`config.mk`:
```
export PLATFORM = sky130hd
export DESIGN_NAME = tcs_cursor
export DESIGN_NICKNAME = d
export VERILOG_FILES = /design/src/hw/rtl/tcs_pkg.sv /design/src/hw/rtl/tcs_cursor.sv
export SDC_FILE = /design/constraint.sdc
export NUM_CORES = 1
export LEC_CHECK = 0
export BUFFER_PORTS_ARGS = -buffer_cell sky130_fd_sc_hd__buf_2
export CELL_PAD_IN_SITES_DETAIL_PLACEMENT = 1
export CELL_PAD_IN_SITES_GLOBAL_PLACEMENT = 1
export CORE_MARGIN = 1.5
export CORE_UTILIZATION = 42
export CTS_CLUSTER_DIAMETER = 100
export DETAILED_ROUTE_END_ITERATION = 8
export MAX_ROUTING_LAYER = met4
export PLACE_DENSITY_LB_ADDON = 0.05
export SLEW_MARGIN = 20
export SYNTH_ARGS = -nofsm -noshare
export SYNTH_HDL_FRONTEND = slang
export SYNTH_SLANG_ARGS = --single-unit
```
`constraint.sdc`:
```
create_clock -name clk -period 5.4 [get_ports clk]
set_input_delay 1.35 -clock clk [delete_from_list [all_inputs] [get_ports clk]]
set_output_delay 1.35 -clock clk [all_outputs]
set_load 0.03 [all_outputs]
```
`src/hw/rtl/tcs_pkg.sv`:
```
// Shared types and fixed constants of the text console scroller.
// Depends on nothing; every other file of the block imports it.
`default_nettype none

package tcs_pkg;

    // Operation codes of an input item.
    localparam logic OP_PUT  = 1'b0;
    localparam logic OP_READ = 1'b1;

    localparam logic [7:0]  NEWLINE_CHAR = 8'd10;
    localparam logic [7:0]  BLANK_CHAR   = 8'h20;
    localparam logic [15:0] RESET_CELL   = 16'h0F20;
    localparam logic [15:0] ATTR_MASK    = 16'hFF00;
    localparam logic [7:0]  RESET_FILL   = 8'h0F;

    typedef struct packed {
        logic        op;
        logic [7:0]  char_code;
        logic [10:0] cell_address;
    } in_item_t;

    typedef struct packed {
        logic [15:0] cell_value;
        logic [6:0]  cursor_column;
        logic [4:0]  cursor_row;
    } out_item_t;

    // Commands from the sequencer to the cursor tracker.
    typedef struct packed {
        logic char_step;
        logic line_step;
    } cursor_cmd_t;

    // Cursor status seen by the sequencer.
    typedef struct packed {
        logic line_end;
        logic bottom_row;
    } cursor_stat_t;

endpackage

`default_nettype wire

```
`src/hw/rtl/tcs_cursor.sv`:
```
// Cursor tracker: column, row and the linear cell address of the cursor.
// Depends on tcs_pkg for the command and status structs.
`default_nettype none

module tcs_cursor #(
    parameter int COLUMNS = 80,
    parameter int ROWS    = 25
) (
    input  wire                                     clk,
    input  wire                                     rst_n,
    input  tcs_pkg::cursor_cmd_t                    cmd,
    output tcs_pkg::cursor_stat_t                   stat,
    output logic [$clog2(COLUMNS)-1:0]              column,
    output logic [$clog2(ROWS)-1:0]                 row,
    output logic [$clog2(ROWS*COLUMNS)-1:0]         addr
);
    import tcs_pkg::*;

    localparam int COL_W  = $clog2(COLUMNS);
    localparam int ROW_W  = $clog2(ROWS);
    localparam int ADDR_W = $clog2(ROWS * COLUMNS);

    localparam logic [COL_W-1:0]  COL_LAST  = COL_W'(COLUMNS - 1);
    localparam logic [ROW_W-1:0]  ROW_LAST  = ROW_W'(ROWS - 1);
    localparam logic [ADDR_W-1:0] ROW_PITCH = ADDR_W'(COLUMNS);

    logic [COL_W-1:0]  col_reg,  col_next;
    logic [ROW_W-1:0]  row_reg,  row_next;
    logic [ADDR_W-1:0] base_reg, base_next;
    logic              new_line;

    assign stat.line_end   = (col_reg == COL_LAST);
    assign stat.bottom_row = (row_reg == ROW_LAST);

    // A newline, or a character written into the last column, starts a new row.
    assign new_line = cmd.line_step || (cmd.char_step && stat.line_end);

    always_comb
    begin
        col_next  = col_reg;
        row_next  = row_reg;
        base_next = base_reg;
        if (new_line)
        begin
            col_next = '0;
            // On the last row the screen scrolls and the cursor stays on that row.
            if (!stat.bottom_row)
            begin
                row_next  = row_reg + 1'b1;
                base_next = base_reg + ROW_PITCH;
            end
        end
        else if (cmd.char_step)
        begin
            col_next = col_reg + 1'b1;
        end
    end

    always_ff @(posedge clk or negedge rst_n)
    begin
        if (!rst_n)
        begin
            col_reg  <= '0;
            row_reg  <= '0;
            base_reg <= '0;
        end
        else
        begin
            col_reg  <= col_next;
            row_reg  <= row_next;
            base_reg <= base_next;
        end
    end

    assign column = col_reg;
    assign row    = row_reg;
    assign addr   = base_reg + ADDR_W'(col_reg);

    a_col_range: assert property (@(posedge clk) disable iff (!rst_n)
        32'(col_reg) < COLUMNS)
        else $error("cursor column beyond the last column");

    a_row_range: assert property (@(posedge clk) disable iff (!rst_n)
        32'(row_reg) < ROWS)
        else $error("cursor row beyond the last row");

    a_base_track: assert property (@(posedge clk) disable iff (!rst_n)
        base_reg == ADDR_W'(32'(row_reg) * 32'(COLUMNS)))
        else $error("row base address lost track of the row");

endmodule

`default_nettype wire

```
* After elaboration in Yosys (flattened, before gate mapping) *
Cells that the tools add are included.

cells by class
  $add $sub $neg = 4
  equal/unequal tests = 2
  mux-type cells = 2
  bitwise logic cells = 1
  reductions and logical operators = 4

operators with widths
  kind                     count
  $mux W7                  2
  $add A11 B7 Y11          1
  $add A11 B7 Y11 const B  1
  $add A7 B1 Y7 const B    1
  $eq A7 B7 Y1 const B     1
  $add A5 B1 Y5 const B    1
  $eq A5 B5 Y1 const B     1
  $reduce_and A2 Y1        1
  $reduce_bool A2 Y1       1
  $logic_and A1 B1 Y1      1
  $logic_or A1 B1 Y1       1
  $not A1 Y1               1

word-level totals
  bits in registers = 23
  output and inout port bits = 25
  logic and storage cells = 16

* Depth between registers and ports, before layout *
Gate-level depths: netlist (run 1).

  depth in word-level cells = 4
  mapped depth = 7

* Worst setup path after synthesis (run 1) *
No wires, ideal clock.

  path kind = reg-to-output
  from = register col_reg[4], in the netlist column[4]
  to = output addr[10]
  arrival time = 2.085 ns
  required time = 4.050 ns
  setup slack = 1.965 ns
  stages on the path, launching flop included = 8
  buffers on the path = 0
  path through = dfrtp_1 > ha_1 > inv_1 > fa_1 > nor2b_1 > o21ai_0 > nor2_1 > xor2_1

between the ends
  word-level cells in the longest chain between the ends = 1

RTL lines
  what                    RTL line          RTL
  from (decl)             tcs_cursor.sv:27  logic [COL_W-1:0] col_reg, col_next;
  from (signal assigned)  tcs_cursor.sv:69  col_reg <= col_next;
  $add A11 B7 Y11         tcs_cursor.sv:77  assign addr = base_reg + ADDR_W'(col_reg);
  to (decl)               tcs_cursor.sv:15  output logic [$clog2(ROWS*COLUMNS)-1:0] addr

Every way passes these cells.

* Worst setup path after layout (run 1) *
Same ends and word-level chain as after synthesis.

==> impl_metrics.yaml, run 1 <==
floorplan:
  die-area_mm2: 0.00296
  die_height_um: 54.4
  floorplan.core_area_mm2: 0.00248
  floorplan.io_pins: 29
  die_x_um: 54.4
  initial_utilization_pct: 44.7
  placementRows: 18
place:
  io_buffer_count: 28
  placement.cell_area_mm2: 0.00124
  routabilityCongestion: 0.728
  hpwlAfterDp_um: 1740
setup_path:
  startpoint: "column[4]"
  reg2regPathDepth: 4
  worstSetupPathType: "flip-flop to output pin"
  worstReg2RegStart: "column[4]"
  cp_data_required_time_ns: 4.05
  critical_path_peak_fanout: 6
  setup.reg_to_reg.worst_slack_ns: 3.40
  crit_path_dat_ns: 2.20
  critical_path.startpoint_type: "flip-flop"
  critPathCapture: "addr[10]"
  timing.critical_path.to_type: "output pin"
  r2r-end: "row[1]"
layout:
  n_antenna_cell: 0
  final_net_count: 146
  postLayoutCellArea_mm2: 0.00127
  commonest_non_fill_non_tap_cell_in_the_layout: "sky130_fd_sc_hd__buf_2"
  mostFrequentLayoutCells: "28 x sky130_fd_sc_hd__buf_2, 19 x sky130_fd_sc_hd__dfrtp_1, 11 x sky130_fd_sc_hd__xnor2_1"
  layout-drive-gt1-share_pct: 26.3
  areaGrowthSynthToFinish_pct: 14.2
yosys:
  ys_top_cells_by_area: "sky130_fd_sc_hd__dfrtp_1 43%, sky130_fd_sc_hd__xnor2_1 8.7%, sky130_fd_sc_hd__ha_1 7.9%"
  netlist-cell-type-count: 27
  synth.net_count: 120
  yosys_register_bits: 19
  portion_of_synthesized_cell_area_occupied_by_the_leading_cell_type_pct: 42.9
  yosysTopAreaCell: "sky130_fd_sc_hd__dfrtp_1"
  synthesis.instances: 108
  fraction_of_the_yosys_area_taken_by_sequential_cells_pct: 42.9
  synth_area_per_cell_um2: 10.3
  synth.cell_area_mm2: 0.00111
  ys_warn_count: 0
sta:
  timing_worst_slew_pin_value_ns: 0.449
  timing_hold_violations_final: 0
  setup-violations-final: 0
  max_freq_ghz: 0.281
  timing.final.crit_period_ns: 3.55
  report.final.slew_viol_count: 0
  ratio_of_final_minimum_period_to_clock_period_pct: 65.8
  rsz0062_at_grt: "false"
  timing.slew.headroom_pct: 70.0
  final.setup.tns_ns: 0
  timing.clock.skew_ns: 0.00821
grt:
  grt.met3_usage_pct: 5.74
  grt_start_max_net_pins: 20
  met2_grt_util_pct: 29.5
  overflow: 0
  grt_pass1_vias: 783
  grt_use_total_pct: 18.3
  grt_antenna_before_repair: 0
  groute.layer.met1.usage_pct: 21.6
  first_pass_grt_wire_length_um: 3650
  grt_busiest_layer: "met2"
detailed_routing:
  vias: 854
  route.detailed.drc: 0
  drt_pre_antenna_iters: 4
  ant_nets: 0
  finalWirelength_um: 2260
  drt-vias-per-instance: 5.24
  starting_drc_count_in_detailed_routing: 3
  detail_route.wl_per_cell_um: 13.9
pwr:
  leakage_nw: 0.644
  pwr_density_cell_mw_per_mm2: 507
  max-vdd-ir-drop_mv: 0.310
cts:
  cts_hold_repair.buffers: 0
  post-cts-setup-buffers: 0
  cts_buffers: 3
  cts-resized-gates: 0
  clk_pin_slew_worst_paths_ns: 0.11
  cts_sinks: 19
  clock-root-buffer: "sky130_fd_sc_hd__clkbuf_4"
  cts_tree: "done"
  cts.htree.levels: 1
  clock_buffer_depth: 2
  clk_latency_ns: 0.30
worst_hold_path:
  holdCritPathClass: "flip-flop to flip-flop"
flow_run:
  cap_viol_max_count: 0
run_status:
  status: "finished clean"
cells in the mapped netlist (all sizes together):
library cell,instances
a21oi,6
dfrtp,19
a21o,1
fa,1
nand3,2
xnor2,11
nand2,9
clkbuf,1
mux2,3
nand4,4
o21ai,4
o2111ai,2
and4b,1
inv,7
a41o,1
buf,6
xor2,6
ha,7
nor2,9
and4bb,1
or3,2
nor2b,2
nand2b,2
nand3b,1
worst min path at each step:
stage	startpoint	end	slack (ns)	depth (start not counted)
final	row[4]	row[4]	0.50	1
after global routing	base_reg[10]	base_reg[10]	0.54	1
after global placement	row[4]	row[4]	0.48	1
after detailed placement	base_reg[10]	base_reg[10]	0.49	1
after floorplan	base_reg[10]	base_reg[10]	0.46	1
after CTS	base_reg[10]	base_reg[10]	0.51	1
per-layer routing:
metal | vias up | share of wire (%)
met2 | 20 | 50
met3 | 4 | 4.0
met4 | 0 | 1.2
met5 | - | 0
met1 | 421 | 45
li1 | 409 | -
power breakdown:
group | total, mW | leakage, nW | switching, mW | internal (mW)
clock | 0.0746 | 0.0150 | 0.0458 | 0.0288
combinational | 0.313 | 0.392 | 0.188 | 0.125
sequential | 0.254 | 0.238 | 0.0629 | 0.191
metrics by stage:
stage	total power, mW	std cells	hold slack [ns]	util, %	setup slack (ns)
3_3_place_gp	0.566	159	0.480	50.1	2.27
6_report	0.642	163	0.500	51.1	1.85
5_1_grt	0.697	163	0.539	51.1	1.61
2_1_floorplan	0.492	108	0.465	-	1.97
3_5_place_dp	0.576	159	0.489	50.1	2.17
4_1_cts	0.653	163	0.508	51.1	1.81
area by class of cell:
type / count / area (µm²)
Tap cell: 30 / 37.5
Sequential cell: 19 / 475
Timing Repair Buffer: 28 / 140
Multi-Input combinational cell: 75 / 561
Clock buffer: 4 / 26.3
Inverter: 7 / 26.3
Fill cell: 300 / 1210
logic make-up after synthesis:
logic type,after synthesis,synth area share (%)
buffers and inverters,14,6.55
xor gates and xnor gates,17,13.4
adders and majority gates,8,9.71
muxes,3,3.72
and+or+nand+nor,33,16.0
AOI/OAI and AO/OA,14,7.68
DFF,19,42.9
critical path, stage by stage, from the launching register on:
cell and delay (ns):
sky130_fd_sc_hd__dfrtp_1 0.45, sky130_fd_sc_hd__ha_1 0.21, sky130_fd_sc_hd__inv_1 0.06, sky130_fd_sc_hd__fa_1 0.41
sky130_fd_sc_hd__nor2b_1 0.13, sky130_fd_sc_hd__o21ai_0 0.13, sky130_fd_sc_hd__nor2_1 0.17, sky130_fd_sc_hd__xor2_1 0.14
sky130_fd_sc_hd__buf_2 0.20
Note: power is estimated with default switching activity, not from simulation.
==> run 2: changes to the inputs <==
--- a/config.mk
+++ b/config.mk
@@ -9,7 +9,7 @@
 export CELL_PAD_IN_SITES_DETAIL_PLACEMENT = 1
 export CELL_PAD_IN_SITES_GLOBAL_PLACEMENT = 1
 export CORE_MARGIN = 1.5
-export CORE_UTILIZATION = 42
+export CORE_UTILIZATION = 35
 export CTS_CLUSTER_DIAMETER = 100
 export DETAILED_ROUTE_END_ITERATION = 8
 export MAX_ROUTING_LAYER = met4
==> constraint.sdc (replaced) <==
create_clock -name clk -period 3.1 [get_ports clk]
set_input_delay 0.775 -clock clk [delete_from_list [all_inputs] [get_ports clk]]
set_output_delay 0.775 -clock clk [all_outputs]
set_load 0.03 [all_outputs]
==> run 2 against run 1 <==
Clock power grew 73%. Design area grew 2.1%. Sequential share of layout area shrank 0.67 points. Flip-flop and latch count is the same. Register-to-register slack lost 2.3 ns. Worst setup slack lost 1.7 ns. Core utilization shrank 8.4 points. Global-route usage shrank 2.4 points. Largest cell class unchanged. Largest power group unchanged.
==> impl_metrics.yaml, run 2 (same netlist as run 1, synthesis figures left out) <==
cts:
  cts.htree.levels: 1
  cts_hold_repair.buffers: 0
  clk_pin_slew_worst_paths_ns: 0.12
  clock-root-buffer: "sky130_fd_sc_hd__clkbuf_4"
  clk_latency_ns: 0.30
  cts_buffers: 3
  cts_sinks: 19
  clock_buffer_depth: 2
  cts_tree: "done"
detailed_routing:
  drt_pre_antenna_iters: 4
  wl_met3_um: 87
  finalWirelength_um: 2310
  routed-wl-met2_um: 1170
  ant_nets: 0
  met1_length_um: 1020
  route.detailed.drc: 0
  detail_route.wl_per_cell_um: 13.0
  routed.top_layer: "met4"
  drt-vias-per-instance: 4.98
  starting_drc_count_in_detailed_routing: 14
  vias: 887
sta:
  ratio_of_final_minimum_period_to_clock_period_pct: 94.7
  timing.slew.headroom_pct: 68.3
  setup-violations-final: 0
  final.setup.tns_ns: 0
  max_freq_ghz: 0.340
  timing.clock.skew_ns: 0.00965
  rsz0062_at_grt: "false"
  timing_worst_slew_pin_value_ns: 0.476
  timing.final.crit_period_ns: 2.94
  report.final.slew_viol_count: 0
  timing_hold_violations_final: 0
worst_hold_path:
  holdCritPathClass: "input port to asynchronous set/reset pin"
setup_path:
  critical_path.startpoint_type: "flip-flop"
  worstSetupPathType: "flip-flop to output pin"
  crit_path_dat_ns: 2.16
  worstReg2RegStart: "column[5]"
  setup.reg_to_reg.worst_slack_ns: 1.07
  cp_data_required_time_ns: 2.32
  critical_path_peak_fanout: 6
  r2r-end: "row[1]"
  reg2regPathDepth: 4
  crit_path_max_incr_delay_ns: 0.43
  timing.critical_path.to_type: "output pin"
  critical_path.slowest_cell: "sky130_fd_sc_hd__dfrtp_2"
  cp_cell_sequence: "ha_1 > inv_1 > fa_1 > nor2b_1 > o21ai_0 > nor2_1 > xor2_1 > buf_2"
grt:
  grt_use_total_pct: 15.9
  grt_pass1_vias: 908
  overflow: 0
  grt_antenna_before_repair: 0
  first_pass_grt_wire_length_um: 4080
  grt_start_max_net_pins: 20
pwr:
  max-vdd-ir-drop_mv: 0.430
  leakage_nw: 0.647
  total_power_mw: 1.13
  pwr_density_cell_mw_per_mm2: 875
layout:
  layout-drive-gt1-share_pct: 27.6
  final_net_count: 147
  post-route-util_pct: 42.7
  fillerInstances: 360
  final_cells: 178
  n_antenna_cell: 0
  areaGrowthSynthToFinish_pct: 16.6
  multi_input_gate_area_in_the_final_layout_um2: 561
  mostFrequentLayoutCells: "28 x sky130_fd_sc_hd__buf_2, 18 x sky130_fd_sc_hd__dfrtp_1, 11 x sky130_fd_sc_hd__xnor2_1"
  register_area_um2: 477
  commonest_non_fill_non_tap_cell_in_the_layout: "sky130_fd_sc_hd__buf_2"
floorplan:
  die-area_mm2: 0.00351
  floorplan.core_area_mm2: 0.00303
  die_height_um: 59.3
  placementRows: 20
  initial_utilization_pct: 36.6
  die_x_um: 59.3
  floorplan.io_pins: 29
run_status:
  status: "finished clean"
place:
  numPlacedInstances: 173
  routabilityCongestion: 0.731
  hpwlAfterDp_um: 1750
  io_buffer_count: 28
flow_run:
  cap_viol_max_count: 0
run 2: area by class of cell:
type,count,share of cell area [%]
Inverter,7,2.03
Tap cell,44,4.26
Sequential cell,19,36.9
Clock buffer,4,2.03
Timing Repair Buffer,29,11.4
Multi-Input combinational cell,75,43.4
run 2: power breakdown:
part | leakage (nW) | switching [mW] | internal (mW)
sequential | 0.236 | 0.107 | 0.333
combinational | 0.396 | 0.335 | 0.226
clock | 0.0150 | 0.0792 | 0.0501
run 2: repair_timing:
action | 4_1_cts | 5_1_grt
endpoints found under the setup margin | 0 | 1
gates resized for setup | 0 | 1
setup buffers | 0 | 1
endpoints found under the hold margin | 0 | 0
run 2: worst max-delay path: cells and delay by family (launching register included):
family	cells	cell delay (ns)
xor gates and xnor gates	1	0.15
buffers and inverters	2	0.26
and+or+nand+nor	2	0.29
adders and majority gates	2	0.58
AOI/OAI and AO/OA	1	0.14
DFF	1	0.43
run 2: per-stage QoR:
stage	instance area (µm²)	hold WS, ns	setup WS [ns]
5_1_grt	1290	0.405	0.00210
2_1_floorplan	1110	0.465	0.240
4_1_cts	1280	0.410	0.0948
3_3_place_gp	1260	0.479	0.532
6_report	1290	0.394	0.163
3_5_place_dp	1260	0.484	0.455
run 2: metal layers:
metal,track usage (%),up-vias
li1,-,411
met1,17.8,454
met2,27.2,18
met3,3.93,4
met4,5.84,0
met5,-,-
run 2: worst max path at each step:
stage / slack, ns / start / depth (start not counted) / to
floorplan: 0.24 / column[4] / 7 / addr[10]
global placement: 0.53 / column[4] / 8 / addr[10]
detailed placement: 0.46 / column[4] / 8 / addr[10]
CTS: 0.09 / column[4] / 8 / addr[10]
global route: 0.002 / column[4] / 8 / addr[10]
finish: 0.16 / column[4] / 8 / addr[10]
==> run 3: changes to the inputs <==
--- a/config.mk
+++ b/config.mk
@@ -5,6 +5,7 @@
 export SDC_FILE = /design/constraint.sdc
 export NUM_CORES = 1
 export LEC_CHECK = 0
+export ABC_AREA = 1
 export BUFFER_PORTS_ARGS = -buffer_cell sky130_fd_sc_hd__buf_2
 export CELL_PAD_IN_SITES_DETAIL_PLACEMENT = 1
 export CELL_PAD_IN_SITES_GLOBAL_PLACEMENT = 1
==> run 3 against run 2 <==
Combinational power is 0.7% higher. Routed wire length up 32%. Sequential power fell by 4%. Hold slack improved by 0.057 ns. Clock-buffer cell count unchanged. Global-route usage rose by 1.1 points.
==> impl_metrics.yaml, run 3 <==
floorplan:
  floorplan.io_pins: 29
  placementRows: 21
  floorplan.core_area_mm2: 0.00344
  initial_utilization_pct: 37.7
  die_x_um: 63.9
  die-area_mm2: 0.00408
  die_height_um: 63.9
setup_path:
  timing.critical_path.to_type: "output pin"
  critical_path_peak_fanout: 6
  cp_data_required_time_ns: 2.32
  critical_path.startpoint_type: "flip-flop"
  worstSetupPathType: "flip-flop to output pin"
  crit_path_dat_ns: 2.09
layout:
  n_antenna_cell: 0
  commonest_non_fill_non_tap_cell_in_the_layout: "sky130_fd_sc_hd__nand2_1"
  mostFrequentLayoutCells: "51 x sky130_fd_sc_hd__nand2_1, 28 x sky130_fd_sc_hd__buf_2, 22 x sky130_fd_sc_hd__inv_1"
  final_net_count: 207
  layout-drive-gt1-share_pct: 22.7
  areaGrowthSynthToFinish_pct: 14.7
yosys:
  portion_of_synthesized_cell_area_occupied_by_the_leading_cell_type_pct: 36.7
  number_of_enable_flip_flop_cells_after_synthesis: 0
  asyncSetResetFlopFracSynth_pct: 100
  synth.top_cells.by_count: "51 x sky130_fd_sc_hd__nand2_1, 22 x sky130_fd_sc_hd__inv_1, 19 x sky130_fd_sc_hd__dfrtp_1, 19 x sky130_fd_sc_hd__nand3_1"
  dominantRegCellSynth: "sky130_fd_sc_hd__dfrtp_1"
  yosysTopAreaCell: "sky130_fd_sc_hd__dfrtp_1"
  netlist-cell-type-count: 28
  fraction_of_the_yosys_area_taken_by_sequential_cells_pct: 36.7
  ys_warn_count: 0
  synth_most_common_cell: "sky130_fd_sc_hd__nand2_1"
  yosys_register_bits: 19
  synth.net_count: 180
  synthesis.instances: 168
  synth.cell_area_mm2: 0.00130
  ys_top_cells_by_area: "sky130_fd_sc_hd__dfrtp_1 37%, sky130_fd_sc_hd__nand2_1 15%, sky130_fd_sc_hd__nand3_1 7.3%"
  synth_area_per_cell_um2: 7.72
detailed_routing:
  finalWirelength_um: 3060
  ant_nets: 0
  route.detailed.drc: 0
  drt-vias-per-instance: 4.78
  routed.top_layer: "met4"
  wl_met3_um: 115
  starting_drc_count_in_detailed_routing: 40
  vias: 1148
  routed-wl-met2_um: 1450
  drt_pre_antenna_iters: 4
  met1_length_um: 1480
  detail_route.wl_per_cell_um: 12.7
grt:
  grt_antenna_before_repair: 0
  grt_start_max_net_pins: 21
  first_pass_grt_wire_length_um: 5380
  overflow: 0
  grt_use_total_pct: 17.0
  grt_pass1_vias: 1198
cts:
  clk_pin_slew_worst_paths_ns: 0.08
  clock_buffer_depth: 2
  clock-root-buffer: "sky130_fd_sc_hd__clkbuf_8"
  cts_buffers: 3
  cts-resized-gates: 0
  cts_sinks: 19
  cts.htree.levels: 1
  cts_hold_repair.buffers: 0
  post-cts-setup-buffers: 0
  cts_tree: "done"
  clk_latency_ns: 0.26
place:
  placement.setup.worst_slack_ns: 0.497
  io_buffer_count: 28
  hpwlAfterDp_um: 2360
  routabilityCongestion: 0.726
sta:
  timing_worst_slew_pin_value_ns: 0.451
  timing_hold_violations_final: 0
  max_freq_ghz: 0.349
  finalWorstSetupSlack_ns: 0.236
  final.setup.tns_ns: 0
  timing.slew.headroom_pct: 70.0
  report.final.slew_viol_count: 0
  rsz0062_at_grt: "false"
  timing.clock.skew_ns: 0.0118
  ratio_of_final_minimum_period_to_clock_period_pct: 92.4
  timing.final.crit_period_ns: 2.86
  setup-violations-final: 0
flow_run:
  cap_viol_max_count: 0
pwr:
  max-vdd-ir-drop_mv: 0.430
  leakage_nw: 0.851
  pwr_density_cell_mw_per_mm2: 781
worst_hold_path:
  holdCritPathClass: "input port to asynchronous set/reset pin"
run_status:
  status: "finished clean"
-- run 3: worst paths after layout --
check / from / end / slack, ns / cells past startpoint
worst min register to register: base_reg[10] / base_reg[10] / 0.52 / 2
worst max-delay path: column[4] / addr[10] / 0.24 / 7
min in group clk: base_reg[10] / base_reg[10] / 0.52 / 2
worst min-delay path: rst_n / column[6] / 0.45 / 1
worst max register to register: column[0] / base_reg[9] / 1.40 / 8
max in group asynchronous: rst_n / base_reg[6] / 2.32 / 1
-- run 3: worst max-delay path, stage by stage (launching register included) --
cell	delay, ns
sky130_fd_sc_hd__dfrtp_1	0.48
sky130_fd_sc_hd__ha_1	0.21
sky130_fd_sc_hd__inv_1	0.05
sky130_fd_sc_hd__fa_1	0.40
sky130_fd_sc_hd__o21ai_1	0.25
sky130_fd_sc_hd__nand2_1	0.10
sky130_fd_sc_hd__xor2_1	0.13
sky130_fd_sc_hd__buf_2	0.21
-- run 3: final cells by class --
type | instances | area, µm²
multi-input combinational | 117 | 667
inverter | 25 | 93.8
clock buffer | 4 | 45.0
tap | 46 | 57.6
timing repair buffer | 29 | 148
fill | 454 | 1960
sequential | 19 | 475
-- run 3: per-stage QoR --
step	total power, mW	std cells	hold WS [ns]	utilization (%)	instance area [µm²]
6_report	1.16	240	0.451	43.2	1490
5_1_grt	1.27	240	0.484	43.2	1490
4_1_cts	1.19	240	0.463	43.2	1490
3_5_place_dp	1.00	236	0.496	41.9	1440
3_3_place_gp	0.980	236	0.491	41.9	1440
2_1_floorplan	0.849	168	0.471	-	1300
-- run 3: power by group --
part	internal, mW	switching, mW
logic	0.190	0.376
clock network	0.0913	0.0803
registers	0.324	0.0990
total	0.606	0.555
-- run 3: per-layer routing --
layer / GRT usage (%) / up-vias
met2: 28.5 / 25
met5: - / -
met4: 3.26 / 0
met3: 3.17 / 2
met1: 21.4 / 548
li1: - / 573
-- run 3: kinds of logic after synthesis --
| family | Yosys count | share of synthesized area, % |
|---|---|---|
| DFF | 19 | 36.7 |
| adders and majority gates | 8 | 8.30 |
| muxes | 1 | 0.772 |
| xor gates and xnor gates | 9 | 6.08 |
| buffers and inverters | 32 | 11.9 |
| and+or+nand+nor | 91 | 32.7 |
| AOI/OAI and AO/OA | 8 | 3.57 |
